## config.mk

```make
export PLATFORM = sky130hd
export DESIGN_NAME = i2c_master_bit_engine
export DESIGN_NICKNAME = d
export VERILOG_FILES = /design/src/design/i2cm_pkg.sv /design/src/design/i2cm_front.sv /design/src/design/i2cm_engine.sv /design/src/design/i2c_master_bit_engine.sv
export SDC_FILE = /design/constraint.sdc
export NUM_CORES = 1
export LEC_CHECK = 0
export BUFFER_PORTS_ARGS = -buffer_cell sky130_fd_sc_hd__buf_2
export CORE_UTILIZATION = 25
export CTS_BUF_LIST = sky130_fd_sc_hd__clkbuf_8 sky130_fd_sc_hd__clkbuf_16
export DETAILED_ROUTE_END_ITERATION = 8
export MAX_ROUTING_LAYER = met4
export PLACE_DENSITY = 0.44
export RECOVER_POWER = 50
export SYNTH_ARGS = -nofsm -noshare
export SYNTH_HDL_FRONTEND = slang
export SYNTH_SLANG_ARGS = --single-unit
export TNS_END_PERCENT = 100
```

## constraint.sdc

```tcl
create_clock -name clock -period 5 [get_ports clock]
set_input_delay 0.25 -clock clock [delete_from_list [all_inputs] [get_ports clock]]
set_output_delay 0.25 -clock clock [all_outputs]
set_load 0.05 [all_outputs]
```

## src/design/i2cm_pkg.sv

```systemverilog
// Shared types and constants for the I2C master bit engine.
package i2cm_pkg;

   localparam int TIMEOUT_BITS = 16;
   localparam int TIMEOUT_REG_BITS = 16;
   localparam int CMP_BITS = (TIMEOUT_BITS > TIMEOUT_REG_BITS) ? TIMEOUT_BITS : TIMEOUT_REG_BITS;
   localparam int CSR_DATA_BITS = 16;
   localparam int CSR_INDEX_BITS = 2;

   localparam logic [7:0] MSB_MASK = 8'h80;

   localparam logic [2:0] CMD_TICK     = 3'd0;
   localparam logic [2:0] CMD_RELEASE  = 3'd1;
   localparam logic [2:0] CMD_START    = 3'd2;
   localparam logic [2:0] CMD_REPSTART = 3'd3;
   localparam logic [2:0] CMD_STOP     = 3'd4;
   localparam logic [2:0] CMD_WRITE    = 3'd5;
   localparam logic [2:0] CMD_READ     = 3'd6;

   localparam logic [CSR_INDEX_BITS-1:0] REG_HALF_PERIOD    = 2'd0;
   localparam logic [CSR_INDEX_BITS-1:0] REG_STRETCH_ENABLE = 2'd1;
   localparam logic [CSR_INDEX_BITS-1:0] REG_STRETCH_TIMEOUT = 2'd2;

   typedef struct packed {
      logic [2:0] cmd;
      logic [7:0] tx_byte;
      logic       ack_after_read;
      logic       sda_in;
      logic       scl_in;
   } i2cm_item_type;

   typedef struct packed {
      logic          valid;
      i2cm_item_type item;
   } i2cm_queue_type;

endpackage

```

## src/design/i2cm_front.sv

```systemverilog
// Front end: accepts tick transactions, decodes the command and queues them.
module i2cm_front (
   input  logic                    clock,
   input  logic                    reset,
   input  logic                    req_tvalid,
   output logic                    req_tready,
   input  logic [2:0]              req_tuser,  // op
   input  logic [15:0]             req_tdata,  // tx_byte, ack_after_read, sda_in, scl_in
   output i2cm_pkg::i2cm_queue_type queue_head,
   input  logic                    queue_pop
);
   import i2cm_pkg::*;

   i2cm_item_type entry_ff [2];
   logic          wr_ptr_ff;
   logic          wr_ptr_in;
   logic          rd_ptr_ff;
   logic          rd_ptr_in;
   logic [1:0]    count_ff;
   logic [1:0]    count_in;
   logic          push;
   i2cm_item_type decoded;

   always_comb begin
      decoded.tx_byte        = req_tdata[7:0];
      decoded.ack_after_read = req_tdata[8];
      decoded.sda_in         = req_tdata[9];
      decoded.scl_in         = req_tdata[10];
      unique case (req_tuser) inside
         CMD_RELEASE, CMD_START, CMD_REPSTART, CMD_STOP, CMD_WRITE, CMD_READ: begin
            decoded.cmd = req_tuser;
         end
         default: begin
            decoded.cmd = CMD_TICK;
         end
      endcase
   end

   assign req_tready       = (count_ff != 2'd2);
   assign push             = req_tvalid && req_tready;
   assign queue_head.valid = (count_ff != 2'd0);
   assign queue_head.item  = entry_ff[rd_ptr_ff];

   always_comb begin
      wr_ptr_in = push ? ~wr_ptr_ff : wr_ptr_ff;
      rd_ptr_in = queue_pop ? ~rd_ptr_ff : rd_ptr_ff;
      count_in  = count_ff + 2'(push) - 2'(queue_pop);
   end

   always_ff @(posedge clock) begin
      if (reset) begin
         wr_ptr_ff <= 1'b0;
         rd_ptr_ff <= 1'b0;
         count_ff  <= 2'd0;
      end else begin
         wr_ptr_ff <= wr_ptr_in;
         rd_ptr_ff <= rd_ptr_in;
         count_ff  <= count_in;
      end
   end

   always_ff @(posedge clock) begin
      if (push) begin
         entry_ff[wr_ptr_ff] <= decoded;
      end
   end

endmodule

```

## src/design/i2cm_engine.sv

```systemverilog
// Back end: steps the bus phase sequencer once per queued tick and registers the response.
module i2cm_engine (
   input  logic                                clock,
   input  logic                                reset,
   input  i2cm_pkg::i2cm_queue_type            queue_head,
   output logic                                queue_pop,
   input  logic                                csr_we,
   input  logic [i2cm_pkg::CSR_INDEX_BITS-1:0] csr_index,
   input  logic [i2cm_pkg::CSR_DATA_BITS-1:0]  csr_wdata,
   output logic                                rsp_tvalid,
   input  logic                                rsp_tready,
   output logic [15:0]                         rsp_tdata
);
   import i2cm_pkg::*;

   localparam logic [4:0] PH_IDLE      = 5'd0;
   localparam logic [4:0] PH_REL_SCL   = 5'd1;
   localparam logic [4:0] PH_REL_SDA   = 5'd2;
   localparam logic [4:0] PH_REL_HOLD  = 5'd3;
   localparam logic [4:0] PH_ST_REL    = 5'd4;
   localparam logic [4:0] PH_ST_CHECK  = 5'd5;
   localparam logic [4:0] PH_ST_SCL    = 5'd6;
   localparam logic [4:0] PH_RS_A      = 5'd7;
   localparam logic [4:0] PH_RS_B      = 5'd8;
   localparam logic [4:0] PH_RS_C      = 5'd9;
   localparam logic [4:0] PH_SP_A      = 5'd10;
   localparam logic [4:0] PH_SP_B      = 5'd11;
   localparam logic [4:0] PH_SP_C      = 5'd12;
   localparam logic [4:0] PH_WB_DATA   = 5'd13;
   localparam logic [4:0] PH_WB_HIGH   = 5'd14;
   localparam logic [4:0] PH_WB_LOW    = 5'd15;
   localparam logic [4:0] PH_RB_HIGH   = 5'd16;
   localparam logic [4:0] PH_RB_SAMPLE = 5'd17;
   localparam logic [4:0] PH_RD_TAIL   = 5'd18;
   localparam logic [4:0] PH_FINISH    = 5'd19;

   logic [7:0]                  half_period_ff;
   logic                        stretch_enable_ff;
   logic [TIMEOUT_REG_BITS-1:0] stretch_timeout_ff;

   logic [4:0]              phase_ff, phase_in;
   logic [2:0]              active_cmd_ff, active_cmd_in;
   logic [3:0]              bit_index_ff, bit_index_in;
   logic [7:0]              shift_ff, shift_in;
   logic [7:0]              delay_ff, delay_in;
   logic [TIMEOUT_BITS-1:0] stretch_count_ff, stretch_count_in;
   logic                    sda_level_ff, sda_level_in;
   logic                    scl_level_ff, scl_level_in;
   logic                    ack_choice_ff, ack_choice_in;
   logic                    stretch_wait_ff, stretch_wait_in;
   logic [7:0]              rx_byte_ff, rx_byte_in;
   logic                    ack_bit_ff, ack_bit_in;
   logic                    bus_error_ff, bus_error_in;
   logic                    timed_out_ff, timed_out_in;
   logic                    done;
   logic                    run;
   logic                    rsp_valid_ff;
   logic [15:0]             rsp_data_ff;
   i2cm_item_type           item;

   assign item      = queue_head.item;
   assign queue_pop = queue_head.valid && (!rsp_valid_ff || rsp_tready);

   always_comb begin
      phase_in         = phase_ff;
      active_cmd_in    = active_cmd_ff;
      bit_index_in     = bit_index_ff;
      shift_in         = shift_ff;
      delay_in         = delay_ff;
      stretch_count_in = stretch_count_ff;
      sda_level_in     = sda_level_ff;
      scl_level_in     = scl_level_ff;
      ack_choice_in    = ack_choice_ff;
      stretch_wait_in  = stretch_wait_ff;
      rx_byte_in       = rx_byte_ff;
      ack_bit_in       = ack_bit_ff;
      bus_error_in     = bus_error_ff;
      timed_out_in     = timed_out_ff;
      done             = 1'b0;
      run              = 1'b0;

      if (phase_ff == PH_IDLE) begin
         if (item.cmd != CMD_TICK) begin
            active_cmd_in   = item.cmd;
            bus_error_in    = 1'b0;
            timed_out_in    = 1'b0;
            delay_in        = 8'd0;
            stretch_wait_in = 1'b0;
            bit_index_in    = 4'd0;
            run             = 1'b1;
            unique case (item.cmd)
               CMD_RELEASE:  phase_in = PH_REL_SCL;
               CMD_START:    phase_in = PH_ST_REL;
               CMD_REPSTART: phase_in = PH_RS_A;
               CMD_STOP:     phase_in = PH_SP_A;
               CMD_WRITE: begin
                  shift_in = item.tx_byte;
                  phase_in = PH_WB_DATA;
               end
               default: begin
                  ack_choice_in = item.ack_after_read;
                  shift_in      = 8'd0;
                  phase_in      = PH_RB_HIGH;
               end
            endcase
         end
      end else if (stretch_wait_ff) begin
         if (item.scl_in) begin
            stretch_wait_in  = 1'b0;
            stretch_count_in = '0;
            delay_in         = half_period_ff;
         end else if (CMP_BITS'(stretch_count_ff) >= CMP_BITS'(stretch_timeout_ff) ||
                      stretch_count_ff == '1) begin
            timed_out_in     = 1'b1;
            stretch_wait_in  = 1'b0;
            stretch_count_in = '0;
            delay_in         = half_period_ff;
         end else begin
            stretch_count_in = stretch_count_ff + TIMEOUT_BITS'(1);
         end
      end else if (delay_ff != 8'd0) begin
         delay_in = delay_ff - 8'd1;
      end else begin
         run = 1'b1;
      end

      if (run) begin
         unique case (phase_in)
            PH_REL_SCL: begin
               scl_level_in = 1'b1;
               delay_in     = half_period_ff;
               phase_in     = PH_REL_SDA;
            end
            PH_REL_SDA: begin
               sda_level_in = 1'b1;
               delay_in     = half_period_ff;
               bit_index_in = 4'd3;
               phase_in     = PH_REL_HOLD;
            end
            PH_REL_HOLD: begin
               if (bit_index_in != 4'd0) begin
                  bit_index_in = bit_index_in - 4'd1;
                  delay_in     = half_period_ff;
               end else begin
                  phase_in = PH_IDLE;
                  done     = 1'b1;
               end
            end
            PH_ST_REL: begin
               sda_level_in = 1'b1;
               scl_level_in = 1'b1;
               delay_in     = half_period_ff;
               phase_in     = PH_ST_CHECK;
            end
            PH_ST_CHECK: begin
               if (!item.sda_in || !item.scl_in) begin
                  bus_error_in = 1'b1;
                  phase_in     = PH_IDLE;
                  done         = 1'b1;
               end else begin
                  sda_level_in = 1'b0;
                  delay_in     = half_period_ff;
                  phase_in     = PH_ST_SCL;
               end
            end
            PH_ST_SCL: begin
               scl_level_in = 1'b0;
               delay_in     = half_period_ff;
               phase_in     = PH_FINISH;
            end
            PH_RS_A: begin
               sda_level_in = 1'b1;
               scl_level_in = 1'b0;
               delay_in     = half_period_ff;
               phase_in     = PH_RS_B;
            end
            PH_RS_B: begin
               sda_level_in = 1'b1;
               delay_in     = half_period_ff;
               phase_in     = PH_RS_C;
            end
            PH_RS_C, PH_SP_B, PH_WB_HIGH, PH_RB_HIGH: begin
               scl_level_in = 1'b1;
               if (stretch_enable_ff) begin
                  stretch_wait_in  = 1'b1;
                  stretch_count_in = '0;
               end else begin
                  delay_in = half_period_ff;
               end
               if (phase_in == PH_RB_HIGH) begin
                  sda_level_in = 1'b1;
               end
               unique case (phase_in)
                  PH_RS_C:    phase_in = PH_FINISH;
                  PH_SP_B:    phase_in = PH_SP_C;
                  PH_WB_HIGH: phase_in = PH_WB_LOW;
                  default:    phase_in = PH_RB_SAMPLE;
               endcase
            end
            PH_SP_A: begin
               scl_level_in = 1'b0;
               sda_level_in = 1'b0;
               delay_in     = half_period_ff;
               phase_in     = PH_SP_B;
            end
            PH_SP_C: begin
               sda_level_in = 1'b1;
               delay_in     = half_period_ff;
               phase_in     = PH_FINISH;
            end
            PH_WB_DATA: begin
               sda_level_in = (shift_in & MSB_MASK) != 8'd0;
               phase_in     = PH_WB_HIGH;
            end
            PH_WB_LOW: begin
               scl_level_in = 1'b0;
               delay_in     = half_period_ff;
               if (active_cmd_in == CMD_WRITE) begin
                  shift_in     = {shift_in[6:0], 1'b0};
                  bit_index_in = bit_index_in + 4'd1;
                  phase_in     = (bit_index_in >= 4'd8) ? PH_RB_HIGH : PH_WB_DATA;
               end else begin
                  phase_in = PH_RD_TAIL;
               end
            end
            PH_RB_SAMPLE: begin
               scl_level_in = 1'b0;
               delay_in     = half_period_ff;
               if (active_cmd_in == CMD_WRITE) begin
                  ack_bit_in = item.sda_in;
                  phase_in   = PH_FINISH;
               end else begin
                  shift_in     = {shift_in[6:0], item.sda_in};
                  bit_index_in = bit_index_in + 4'd1;
                  if (bit_index_in >= 4'd8) begin
                     rx_byte_in = shift_in;
                     shift_in   = ack_choice_in ? 8'd0 : MSB_MASK;
                     phase_in   = PH_WB_DATA;
                  end else begin
                     phase_in = PH_RB_HIGH;
                  end
               end
            end
            PH_RD_TAIL: begin
               delay_in = half_period_ff;
               phase_in = PH_FINISH;
            end
            PH_FINISH: begin
               phase_in = PH_IDLE;
               done     = 1'b1;
            end
            default: begin
               phase_in = PH_IDLE;
            end
         endcase
      end
   end

   always_ff @(posedge clock) begin
      if (reset) begin
         half_period_ff     <= 8'd2;
         stretch_enable_ff  <= 1'b0;
         stretch_timeout_ff <= TIMEOUT_REG_BITS'(20);
      end else if (csr_we) begin
         case (csr_index)
            REG_HALF_PERIOD:     half_period_ff     <= csr_wdata[7:0];
            REG_STRETCH_ENABLE:  stretch_enable_ff  <= csr_wdata[0];
            REG_STRETCH_TIMEOUT: stretch_timeout_ff <= csr_wdata[TIMEOUT_REG_BITS-1:0];
            default: ;
         endcase
      end
   end

   always_ff @(posedge clock) begin
      if (reset) begin
         phase_ff         <= PH_IDLE;
         active_cmd_ff    <= CMD_TICK;
         bit_index_ff     <= 4'd0;
         shift_ff         <= 8'd0;
         delay_ff         <= 8'd0;
         stretch_count_ff <= '0;
         sda_level_ff     <= 1'b1;
         scl_level_ff     <= 1'b1;
         ack_choice_ff    <= 1'b0;
         stretch_wait_ff  <= 1'b0;
         rx_byte_ff       <= 8'd0;
         ack_bit_ff       <= 1'b0;
         bus_error_ff     <= 1'b0;
         timed_out_ff     <= 1'b0;
         rsp_valid_ff     <= 1'b0;
      end else begin
         if (queue_pop) begin
            phase_ff         <= phase_in;
            active_cmd_ff    <= active_cmd_in;
            bit_index_ff     <= bit_index_in;
            shift_ff         <= shift_in;
            delay_ff         <= delay_in;
            stretch_count_ff <= stretch_count_in;
            sda_level_ff     <= sda_level_in;
            scl_level_ff     <= scl_level_in;
            ack_choice_ff    <= ack_choice_in;
            stretch_wait_ff  <= stretch_wait_in;
            rx_byte_ff       <= rx_byte_in;
            ack_bit_ff       <= ack_bit_in;
            bus_error_ff     <= bus_error_in;
            timed_out_ff     <= timed_out_in;
            rsp_valid_ff     <= 1'b1;
         end else if (rsp_tready) begin
            rsp_valid_ff <= 1'b0;
         end
      end
   end

   always_ff @(posedge clock) begin
      if (queue_pop) begin
         rsp_data_ff <= {1'b0, timed_out_in, bus_error_in, ack_bit_in, rx_byte_in, done,
                         phase_in != PH_IDLE, scl_level_in, sda_level_in};
      end
   end

   assign rsp_tvalid = rsp_valid_ff;
   assign rsp_tdata  = rsp_data_ff;

   a_idle_quiet: assert property (@(posedge clock) disable iff (reset)
      (phase_ff == PH_IDLE) |-> (!stretch_wait_ff && delay_ff == 8'd0))
      else $error("Engine idle with a wait still pending.");

   a_bit_index_range: assert property (@(posedge clock) disable iff (reset)
      bit_index_ff <= 4'd8)
      else $error("Bit index beyond one byte.");

   a_done_not_busy: assert property (@(posedge clock) disable iff (reset)
      (rsp_valid_ff && rsp_data_ff[3]) |-> !rsp_data_ff[2])
      else $error("Response reports done while still busy.");

   a_wait_only_stretch: assert property (@(posedge clock) disable iff (reset)
      stretch_wait_ff |-> (stretch_enable_ff || $past(stretch_enable_ff) || scl_level_ff))
      else $error("Clock stretch wait without SCL released.");

endmodule

```

## src/design/i2c_master_bit_engine.sv

```systemverilog
// Top level of the I2C master bit engine: command queue front end and phase sequencer.
// Each request transaction is one timing tick carrying the sampled SDA and SCL levels and an
// optional command, and yields exactly one response transaction with the line drive levels,
// busy and done flags and the held receive byte, ACK bit and error flags. The block sustains
// one transaction per clock unless the response output is stalled, one sequencer step per tick.
// A tick passes through a two-entry queue and then the sequencer's response register, which
// is written when the tick is popped from the queue. Configuration registers are written
// through the csr port; the user must do so only while no command is in progress, as the
// block itself does not enforce it.
module i2c_master_bit_engine (
   input  logic                                clock,
   input  logic                                reset,
   input  logic                                req_tvalid,
   output logic                                req_tready,
   input  logic [2:0]                          req_tuser,  // op
   input  logic [15:0]                         req_tdata,  // tx_byte, ack_after_read, sda_in, scl_in
   output logic                                rsp_tvalid,
   input  logic                                rsp_tready,
   // sda_release, scl_release, busy_res, done_res, rx_byte, ack_bit, bus_error,
   // stretch_timed_out
   output logic [15:0]                         rsp_tdata,
   input  logic                                csr_we,
   input  logic [i2cm_pkg::CSR_INDEX_BITS-1:0] csr_index,
   input  logic [i2cm_pkg::CSR_DATA_BITS-1:0]  csr_wdata
);
   import i2cm_pkg::*;

   i2cm_queue_type queue_head;
   logic           queue_pop;

   i2cm_front u_front (
      .clock      (clock),
      .reset      (reset),
      .req_tvalid (req_tvalid),
      .req_tready (req_tready),
      .req_tuser  (req_tuser),
      .req_tdata  (req_tdata),
      .queue_head (queue_head),
      .queue_pop  (queue_pop)
   );

   i2cm_engine u_engine (
      .clock      (clock),
      .reset      (reset),
      .queue_head (queue_head),
      .queue_pop  (queue_pop),
      .csr_we     (csr_we),
      .csr_index  (csr_index),
      .csr_wdata  (csr_wdata),
      .rsp_tvalid (rsp_tvalid),
      .rsp_tready (rsp_tready),
      .rsp_tdata  (rsp_tdata)
   );

endmodule
```

==> key figures, run 1 <==
Logic synthesis
  • Mean Syn Cell Area: 8.85 sq um
  • Most common cell in the netlist: nand2_1
  • Top post-synthesis cells by area: dfxtp_1 (23%), edfxtp_1 (17%), a21oi_1 (5.7%)
  • Post-Syn Area: 7760 sq um
  • Most used DFF post-synth: dfxtp_1
  • Post-synth ARST share: 0%
  • Synth top area share: between 20% and 30%
  • Top cells by count, synth: nand2_1 (109), dfxtp_1 (90), a21oi_1 (89)
  • Seq cells post-synth: 133
  • Seq/Total Area, Yosys: 39.9%
  • Synth unique cells: 93
  • Syn. warnings: 0
  • Post-synth net total: 942
  • Cells after Synth: 877
  • Number of synthesized flops with an enable pin: 43
  • Area leader, netlist: dfxtp_1

Cells and area
  • Fraction of final layout cells sized beyond drive strength 1: a little over an eighth
  • Fillers: between 3000 and 4000
  • Layout net count: 1003
  • P&R area growth vs syn: 18.2%
  • Reg area: 3090 sq um
  • N_diodes: 0
  • Area of the multi-input gates: ~4300 sq um

GRT
  • Initial antenna violation count: 0
  • First-pass GRT wire length: approximately 36 mm
  • Vias in the first global route: 6462
  • Pin count of the biggest net entering global routing: 54
  • Gr ovfl total: 0
  • GRT Resource Usage Total: 15.3%

STA
  • Rel. slew slack: -90.1%
  • Fin crit period: a little under 4 ns
  • Setup TNS: 0 ns
  • # setup viols final: 0
  • RSZ-0062 raised after global routing: no
  • Fin Clk Skew: roughly 0.007 ns
  • Hold slack: 0.0525 ns
  • Tcrit/Tclk final: between 70% and 80%
  • Final Hold Fails: 0
  • Worst Tran Pin Value: 2.85 ns
  • Max-slew violations: 54
  • Fmax: around 250 MHz

Critical path
  • Worst setup EP type: register
  • Critical path class: register to register
  • Worst EP arrival: around 4 ns
  • Worst setup SP type: register
  • Critical path peak fanout: 17
  • Worst endpoint required time: between 5 and 6 ns

Clocking
  • Clock root cell: clkbuf_16
  • CTS Buf Count: 17
  • Clock Latency Late Sink: 0.43 ns
  • Post_cts resized: 0
  • Clock transition at path regs: 0.06 ns
  • H-tree Lvls: 4
  • Clock Tree Buf Depth: 2
  • Sink Count: 133
  • CTS tree: yes

Power
  • P per Cell Area: 720 nW/um^2
  • Peak supply drop: 438 uV
  • Leakage: 3.29 nW

Placed design
  • Routability cong.: ~0.90
  • Placed wire-length estimate: 16.1 mm
  • PortBufs: 53

Floorplanning
  • Die Height: 178 um
  • Die Span X: 178 um
  • Core area: 30600 sq um
  • IO Pins: 60
  • Initial Util: 25.4%
  • Rows: 64
  • DIE AREA: 31800 sq um

Detailed routing
  • Routed wire length: about 23 mm
  • Vias per cell: 5.02
  • DR iter-0 viols: 515
  • Antenna violation net count after detailed routing: 0
  • DR pass1 iterations: 5
  • Vias: around 6800
  • Drt wl/cell: 16.8 um
  • DR DRC count: 0

Outcome
  • Outcome: finished with violations
  • Failing checks: capacitance limit, slew limit

Min path
  • Hold/Removal Path Class: input port to register

Flow run
  • Max-cap viol count: 1
==> per-stage QoR <==
stage / util [%] / cell area (sq um) / total power [mW] / setup WS [ns] / std cells
after floorplan: - / 7760 / 4.21 / 1.85 / 877
final: 30.0 / 9170 / 6.60 / 1.03 / 1347
after global routing: 30.0 / 9170 / 7.02 / 0.810 / 1347
after CTS: 30.1 / 9210 / 6.63 / 1.07 / 1347
after global placement: 27.6 / 8450 / 5.22 / 1.11 / 1304
after detailed placement: 27.6 / 8450 / 5.19 / 1.09 / 1304
==> cell usage in the layout, fill, tap and decap left out, types with 6 or more instances in the layout <==
cell	count
nor2_1	75
o21ai_0	53
mux2i_1	21
o221ai_2	8
ha_1	23
clkbuf_16	17
and3_1	10
a221oi_1	7
nor3_1	22
o211ai_1	13
nand4_1	6
xnor2_1	12
nand3_1	21
inv_1	42
nand2_1	109
buf_2	27
dfxtp_1	90
a21o_1	9
a211oi_1	6
xor2_1	6
a21oi_1	89
dlygate4sd3_1	11
o22ai_1	8
o2bb2ai_1	7
buf_4	11
clkbuf_1	29
edfxtp_1	43
mux2_2	10
nand2b_1	7
a31oi_1	15
==> final cells by class <==
class                   instances  share of cell area (%)
clock buffers                  18                    4.79
multi-input cells             667                    47.3
inverters                      41                    1.68
clock inverters                14                    2.29
well taps                     396                    5.40
flip-flops and latches        133                    33.7
repair buffers                 78                    4.76
==> worst max-delay path: stages, from the launching register on <==
cell and delay (ns):
dfxtp_1 0.50, or3_4 0.51, nor2_4 0.37, nand2_1 0.31, and2_1 0.27, inv_1 0.05, ha_1 0.15, inv_1 0.07
o2111ai_2 0.37, o31ai_1 0.18, a211o_1 0.29, o31ai_1 0.44, nand4_1 0.17
==> power breakdown <==
part           internal [mW]  switching, mW
clock network          0.895          0.501
registers               1.36          0.173
logic                   1.15           2.53
==> registers in the layout (all words and copies together) (netlist names), 2 cells and up, named ones only <==
| register | count |
|---|---|
| u_engine.shift_ff | 8 |
| u_engine.active_cmd_ff | 3 |
| u_engine.rx_byte_ff | 8 |
| u_engine.half_period_ff | 8 |
| u_engine.stretch_timeout_ff | 16 |
| u_front.count_ff | 2 |
| u_engine.rsp_tdata | 15 |
| u_engine.stretch_count_ff | 16 |
| u_engine.phase_ff | 5 |
| u_front.entry_ff | 28 |
| u_engine.delay_ff | 8 |
| u_engine.bit_index_ff | 4 |
==> worst paths after layout <==
kind / startpoint / end / slack (ns) / cells past startpoint
max: u_engine.phase_ff[1]$_SDFFE_PP0P_ / u_engine.rsp_tdata[2]$_DFFE_PP_ / 1.03 / 12
min: csr_wdata[10] / u_engine.stretch_timeout_ff[10]$_SDFFE_PP0P_ / 0.05 / 3
max reg2reg: u_engine.phase_ff[1]$_SDFFE_PP0P_ / u_engine.rsp_tdata[2]$_DFFE_PP_ / 1.03 / 12
min reg2reg: u_engine.rx_byte_ff[1]$_SDFFE_PP0P_ / u_engine.rx_byte_ff[1]$_SDFFE_PP0P_ / 0.46 / 2
==> timing repair <==
action	in CTS	in global routing
setup endpoints to repair	0	0
setup buffers	0	0
endpoints found under the hold margin	22	0
hold buffers	11	0
==> cell families after synthesis <==
kind of cell    share of synthesized area [%]
buf+inv                                  4.26
flops                                    39.9
compound gates                           25.9
mux                                      4.93
other cells                            0.0483
simple gates                             19.3
xor+xnor                                 2.03
fa+ha+maj                                3.71
==> layer usage <==
metal	vias up	global-route usage, %	wire length [um]
li1	3379	-	-
met1	3188	20.2	11000
met2	164	23.4	10300
met3	28	3.24	971
met4	0	4.59	361
met5	-	-	0
Note: power is estimated with default switching activity, not from simulation.
==> run 2: changes to the inputs <==
- PLACE_DENSITY: 0.44 -> 0.45
- clock period: 5 -> 3.5 ns (I/O delays scaled with it)
==> run 2 against run 1 <==
The run now ends clean; critical path depth shrank 2; critical endpoint is now u_engine.delay_ff[6]$_SDFFE_PP0P_; register-to-register slack lost 0.82 ns; worst setup slack lost 0.82 ns; die area unchanged; combinational power increased by 57%; largest power group unchanged; via count is 2.0% higher; sequential share of layout area fell by 0.97 points; hold slack got worse by 0.017 ns.
==> key figures, run 2 (synthesis gave the netlist of run 1 again) <==
Detailed routing
  • Vias: 6896
  • Routed wire length: 22.8 mm
  • DR pass1 iterations: 6
  • Drt wl/cell: roughly 16 um
  • DR DRC count: 0
  • DR iter-0 viols: slightly below 500
  • Vias per cell: 4.98
  • Antenna violation net count after detailed routing: 0

Clocking
  • CTS tree: yes
  • Clock transition at path regs: 0.06 ns
  • Clock Tree Buf Depth: 2
  • H-tree Lvls: 4
  • Clock root cell: clkbuf_16
  • CTS Buf Count: 17
  • Sink Count: 133
  • Clock Latency Late Sink: 0.43 ns

GRT
  • Vias in the first global route: ~6600
  • Initial antenna violation count: 0
  • Gr ovfl total: 0
  • First-pass GRT wire length: 36.5 mm
  • GRT Resource Usage Total: 15.4%
  • Pin count of the biggest net entering global routing: 54

Cells and area
  • Max reg flops: 28
  • Most frequent cells in the layout: nand2_1 (109), dfxtp_1 (90), a21oi_1 (89)
  • Layout net count: 1043
  • N_diodes: 0
  • P&R area growth vs syn: 21.7%
  • Register name with the most flops: u_front.entry_ff
  • Commonest non-fill, non-tap cell in the layout: nand2_1
  • Fraction of final layout cells sized beyond drive strength 1: 15.6%
  • Biggest regs: u_front.entry_ff x28, u_engine.stretch_count_ff x16, u_engine.stretch_timeout_ff x16

Flow run
  • Max-cap viol count: 0

Power
  • Clock Power Share: 18.5%
  • Register share of total power: between 20% and 30%
  • Sw Ratio: 48.1%
  • P per Cell Area: 1020 nW/um^2
  • Psw: approximately 4.6 mW
  • Combinational Power Share: between 50% and 60%
  • Leakage: 3.43 nW
  • Int Power: 5.01 mW
  • Peak supply drop: 585 uV

Floorplanning
  • Core area: 30600 sq um
  • Die Span X: 178 um
  • Die Height: 178 um
  • IO Pins: 60
  • Rows: 64
  • DIE AREA: 31800 sq um
  • Initial Util: 25.4%

Critical path
  • Worst path slowest cell: dfxtp_1
  • Worst endpoint required time: 3.79 ns
  • Critical path buffers and inverters: 2
  • Worst path max stage delay: 0.49 ns
  • Most frequent CP cell: buf_4
  • Worst setup SP type: register
  • Worst EP arrival: 3.58 ns
  • Critical path peak fanout: 8
  • Crit path cell chain: buf_4, mux2_2, nand3_1, a21oi_4, buf_4, nor2_1, a31oi_1, a311oi_1, or2_1, o221ai_2
  • Critical path class: register to register
  • Crit path max-delay family: simple AND/OR/NAND/NOR gates
  • Worst setup EP type: register

STA
  • Rel. slew slack: 44.7%
  • Fmax: between 300 and 400 MHz
  • Hold slack: 0.0357 ns
  • Setup TNS: 0 ns
  • Fin crit period: 3.29 ns
  • Tcrit/Tclk final: 94.0%
  • Worst Tran Pin Value: 0.825 ns
  • Fin Clk Skew: 0.0121 ns
  • Max-slew violations: 0
  • RSZ-0062 raised after global routing: no
  • # setup viols final: 0
  • Final Hold Fails: 0
  • Worst setup margin: 0.210 ns

Placed design
  • Routability cong.: approximately 0.88
  • Placed wire-length estimate: 16.4 mm
  • PortBufs: 53
  • DP Worst Slack: 0.217 ns

Outcome
  • Outcome: completed

Min path
  • Hold/Removal Path Class: input port to register
run 2: cell count changes in the layout (fill, tap and decap cells not counted), sizes merged:
cell	previous run	this run
clkbuf	47	49
bufinv	5	2
buf	38	62
clkinvlp	1	2
dlygate4sd3	11	25
inv	42	41
clkinv	7	9
run 2: stage by stage:
stage / area (sq um) / util, % / total power [mW] / cells
final: 9440 / 30.9 / 9.66 / 1386
after floorplan: 7760 / - / 6.02 / 877
after global routing: 9440 / 30.9 / 10.3 / 1386
after CTS: 9480 / 31.0 / 9.71 / 1386
after detailed placement: 8650 / 28.3 / 7.86 / 1330
after global placement: 8650 / 28.3 / 7.91 / 1330
run 2: final cells by class:
class | count | area, sq um
Clock buffer | 18 | 450
Clock inverter | 13 | 134
Fill cell | 3269 | 21100
Inverter | 41 | 154
Multi-Input combinational cell | 667 | 4340
Sequential cell | 133 | 3090
Tap cell | 396 | 495
Timing Repair Buffer | 118 | 772
run 2: worst register-to-register path: cells and delay by family, from the launching register on:
| family | cells | cell delay [ns] |
|---|---|---|
| flops | 1 | 0.49 |
| simple gates | 3 | 1.09 |
| mux | 1 | 0.38 |
| compound gates | 4 | 0.80 |
| buf+inv | 2 | 0.39 |
run 2: path summary, 6_finish.rpt:
check | from | to | slack, ns | cells past startpoint
worst max-delay path | register | u_engine.delay_ff[6]$_SDFFE_PP0P_ | 0.21 | 10
worst min-delay path | rsp_tready | u_engine.rsp_tvalid$_SDFFE_PP0P_ | 0.04 | 3
worst max register to register | register | u_engine.delay_ff[6]$_SDFFE_PP0P_ | 0.21 | 10
worst min register to register | u_engine.ack_choice_ff$_SDFFE_PP0P_ | u_engine.ack_choice_ff$_SDFFE_PP0P_ | 0.45 | 2
run 2: per-layer routing:
layer | wire [um] | global-route usage [%] | up-vias
met3 | 1010 | 3.22 | 30
met5 | 0 | - | -
met2 | 10100 | 22.8 | 170
li1 | - | - | 3445
met1 | 11300 | 21.0 | 3251
met4 | 407 | 4.41 | 0
run 2: power by group through the flow:
stage / Clock [mW] / Combinational [mW] / Sequential [mW]
6_report: 1.78 / 5.75 / 2.12
2_1_floorplan: 0 / 3.66 / 2.35
4_1_cts: 1.84 / 5.75 / 2.12
3_3_place_gp: 0 / 5.76 / 2.15
3_5_place_dp: 0 / 5.71 / 2.15
5_1_grt: 1.91 / 6.26 / 2.15
run 2: what timing repair did:
action                                  CTS  global route
resized for setup                         0             1
endpoints found under the setup margin    0             6
hold buffers                             25             0
setup buffers                             0             0
endpoints found under the hold margin    38             0
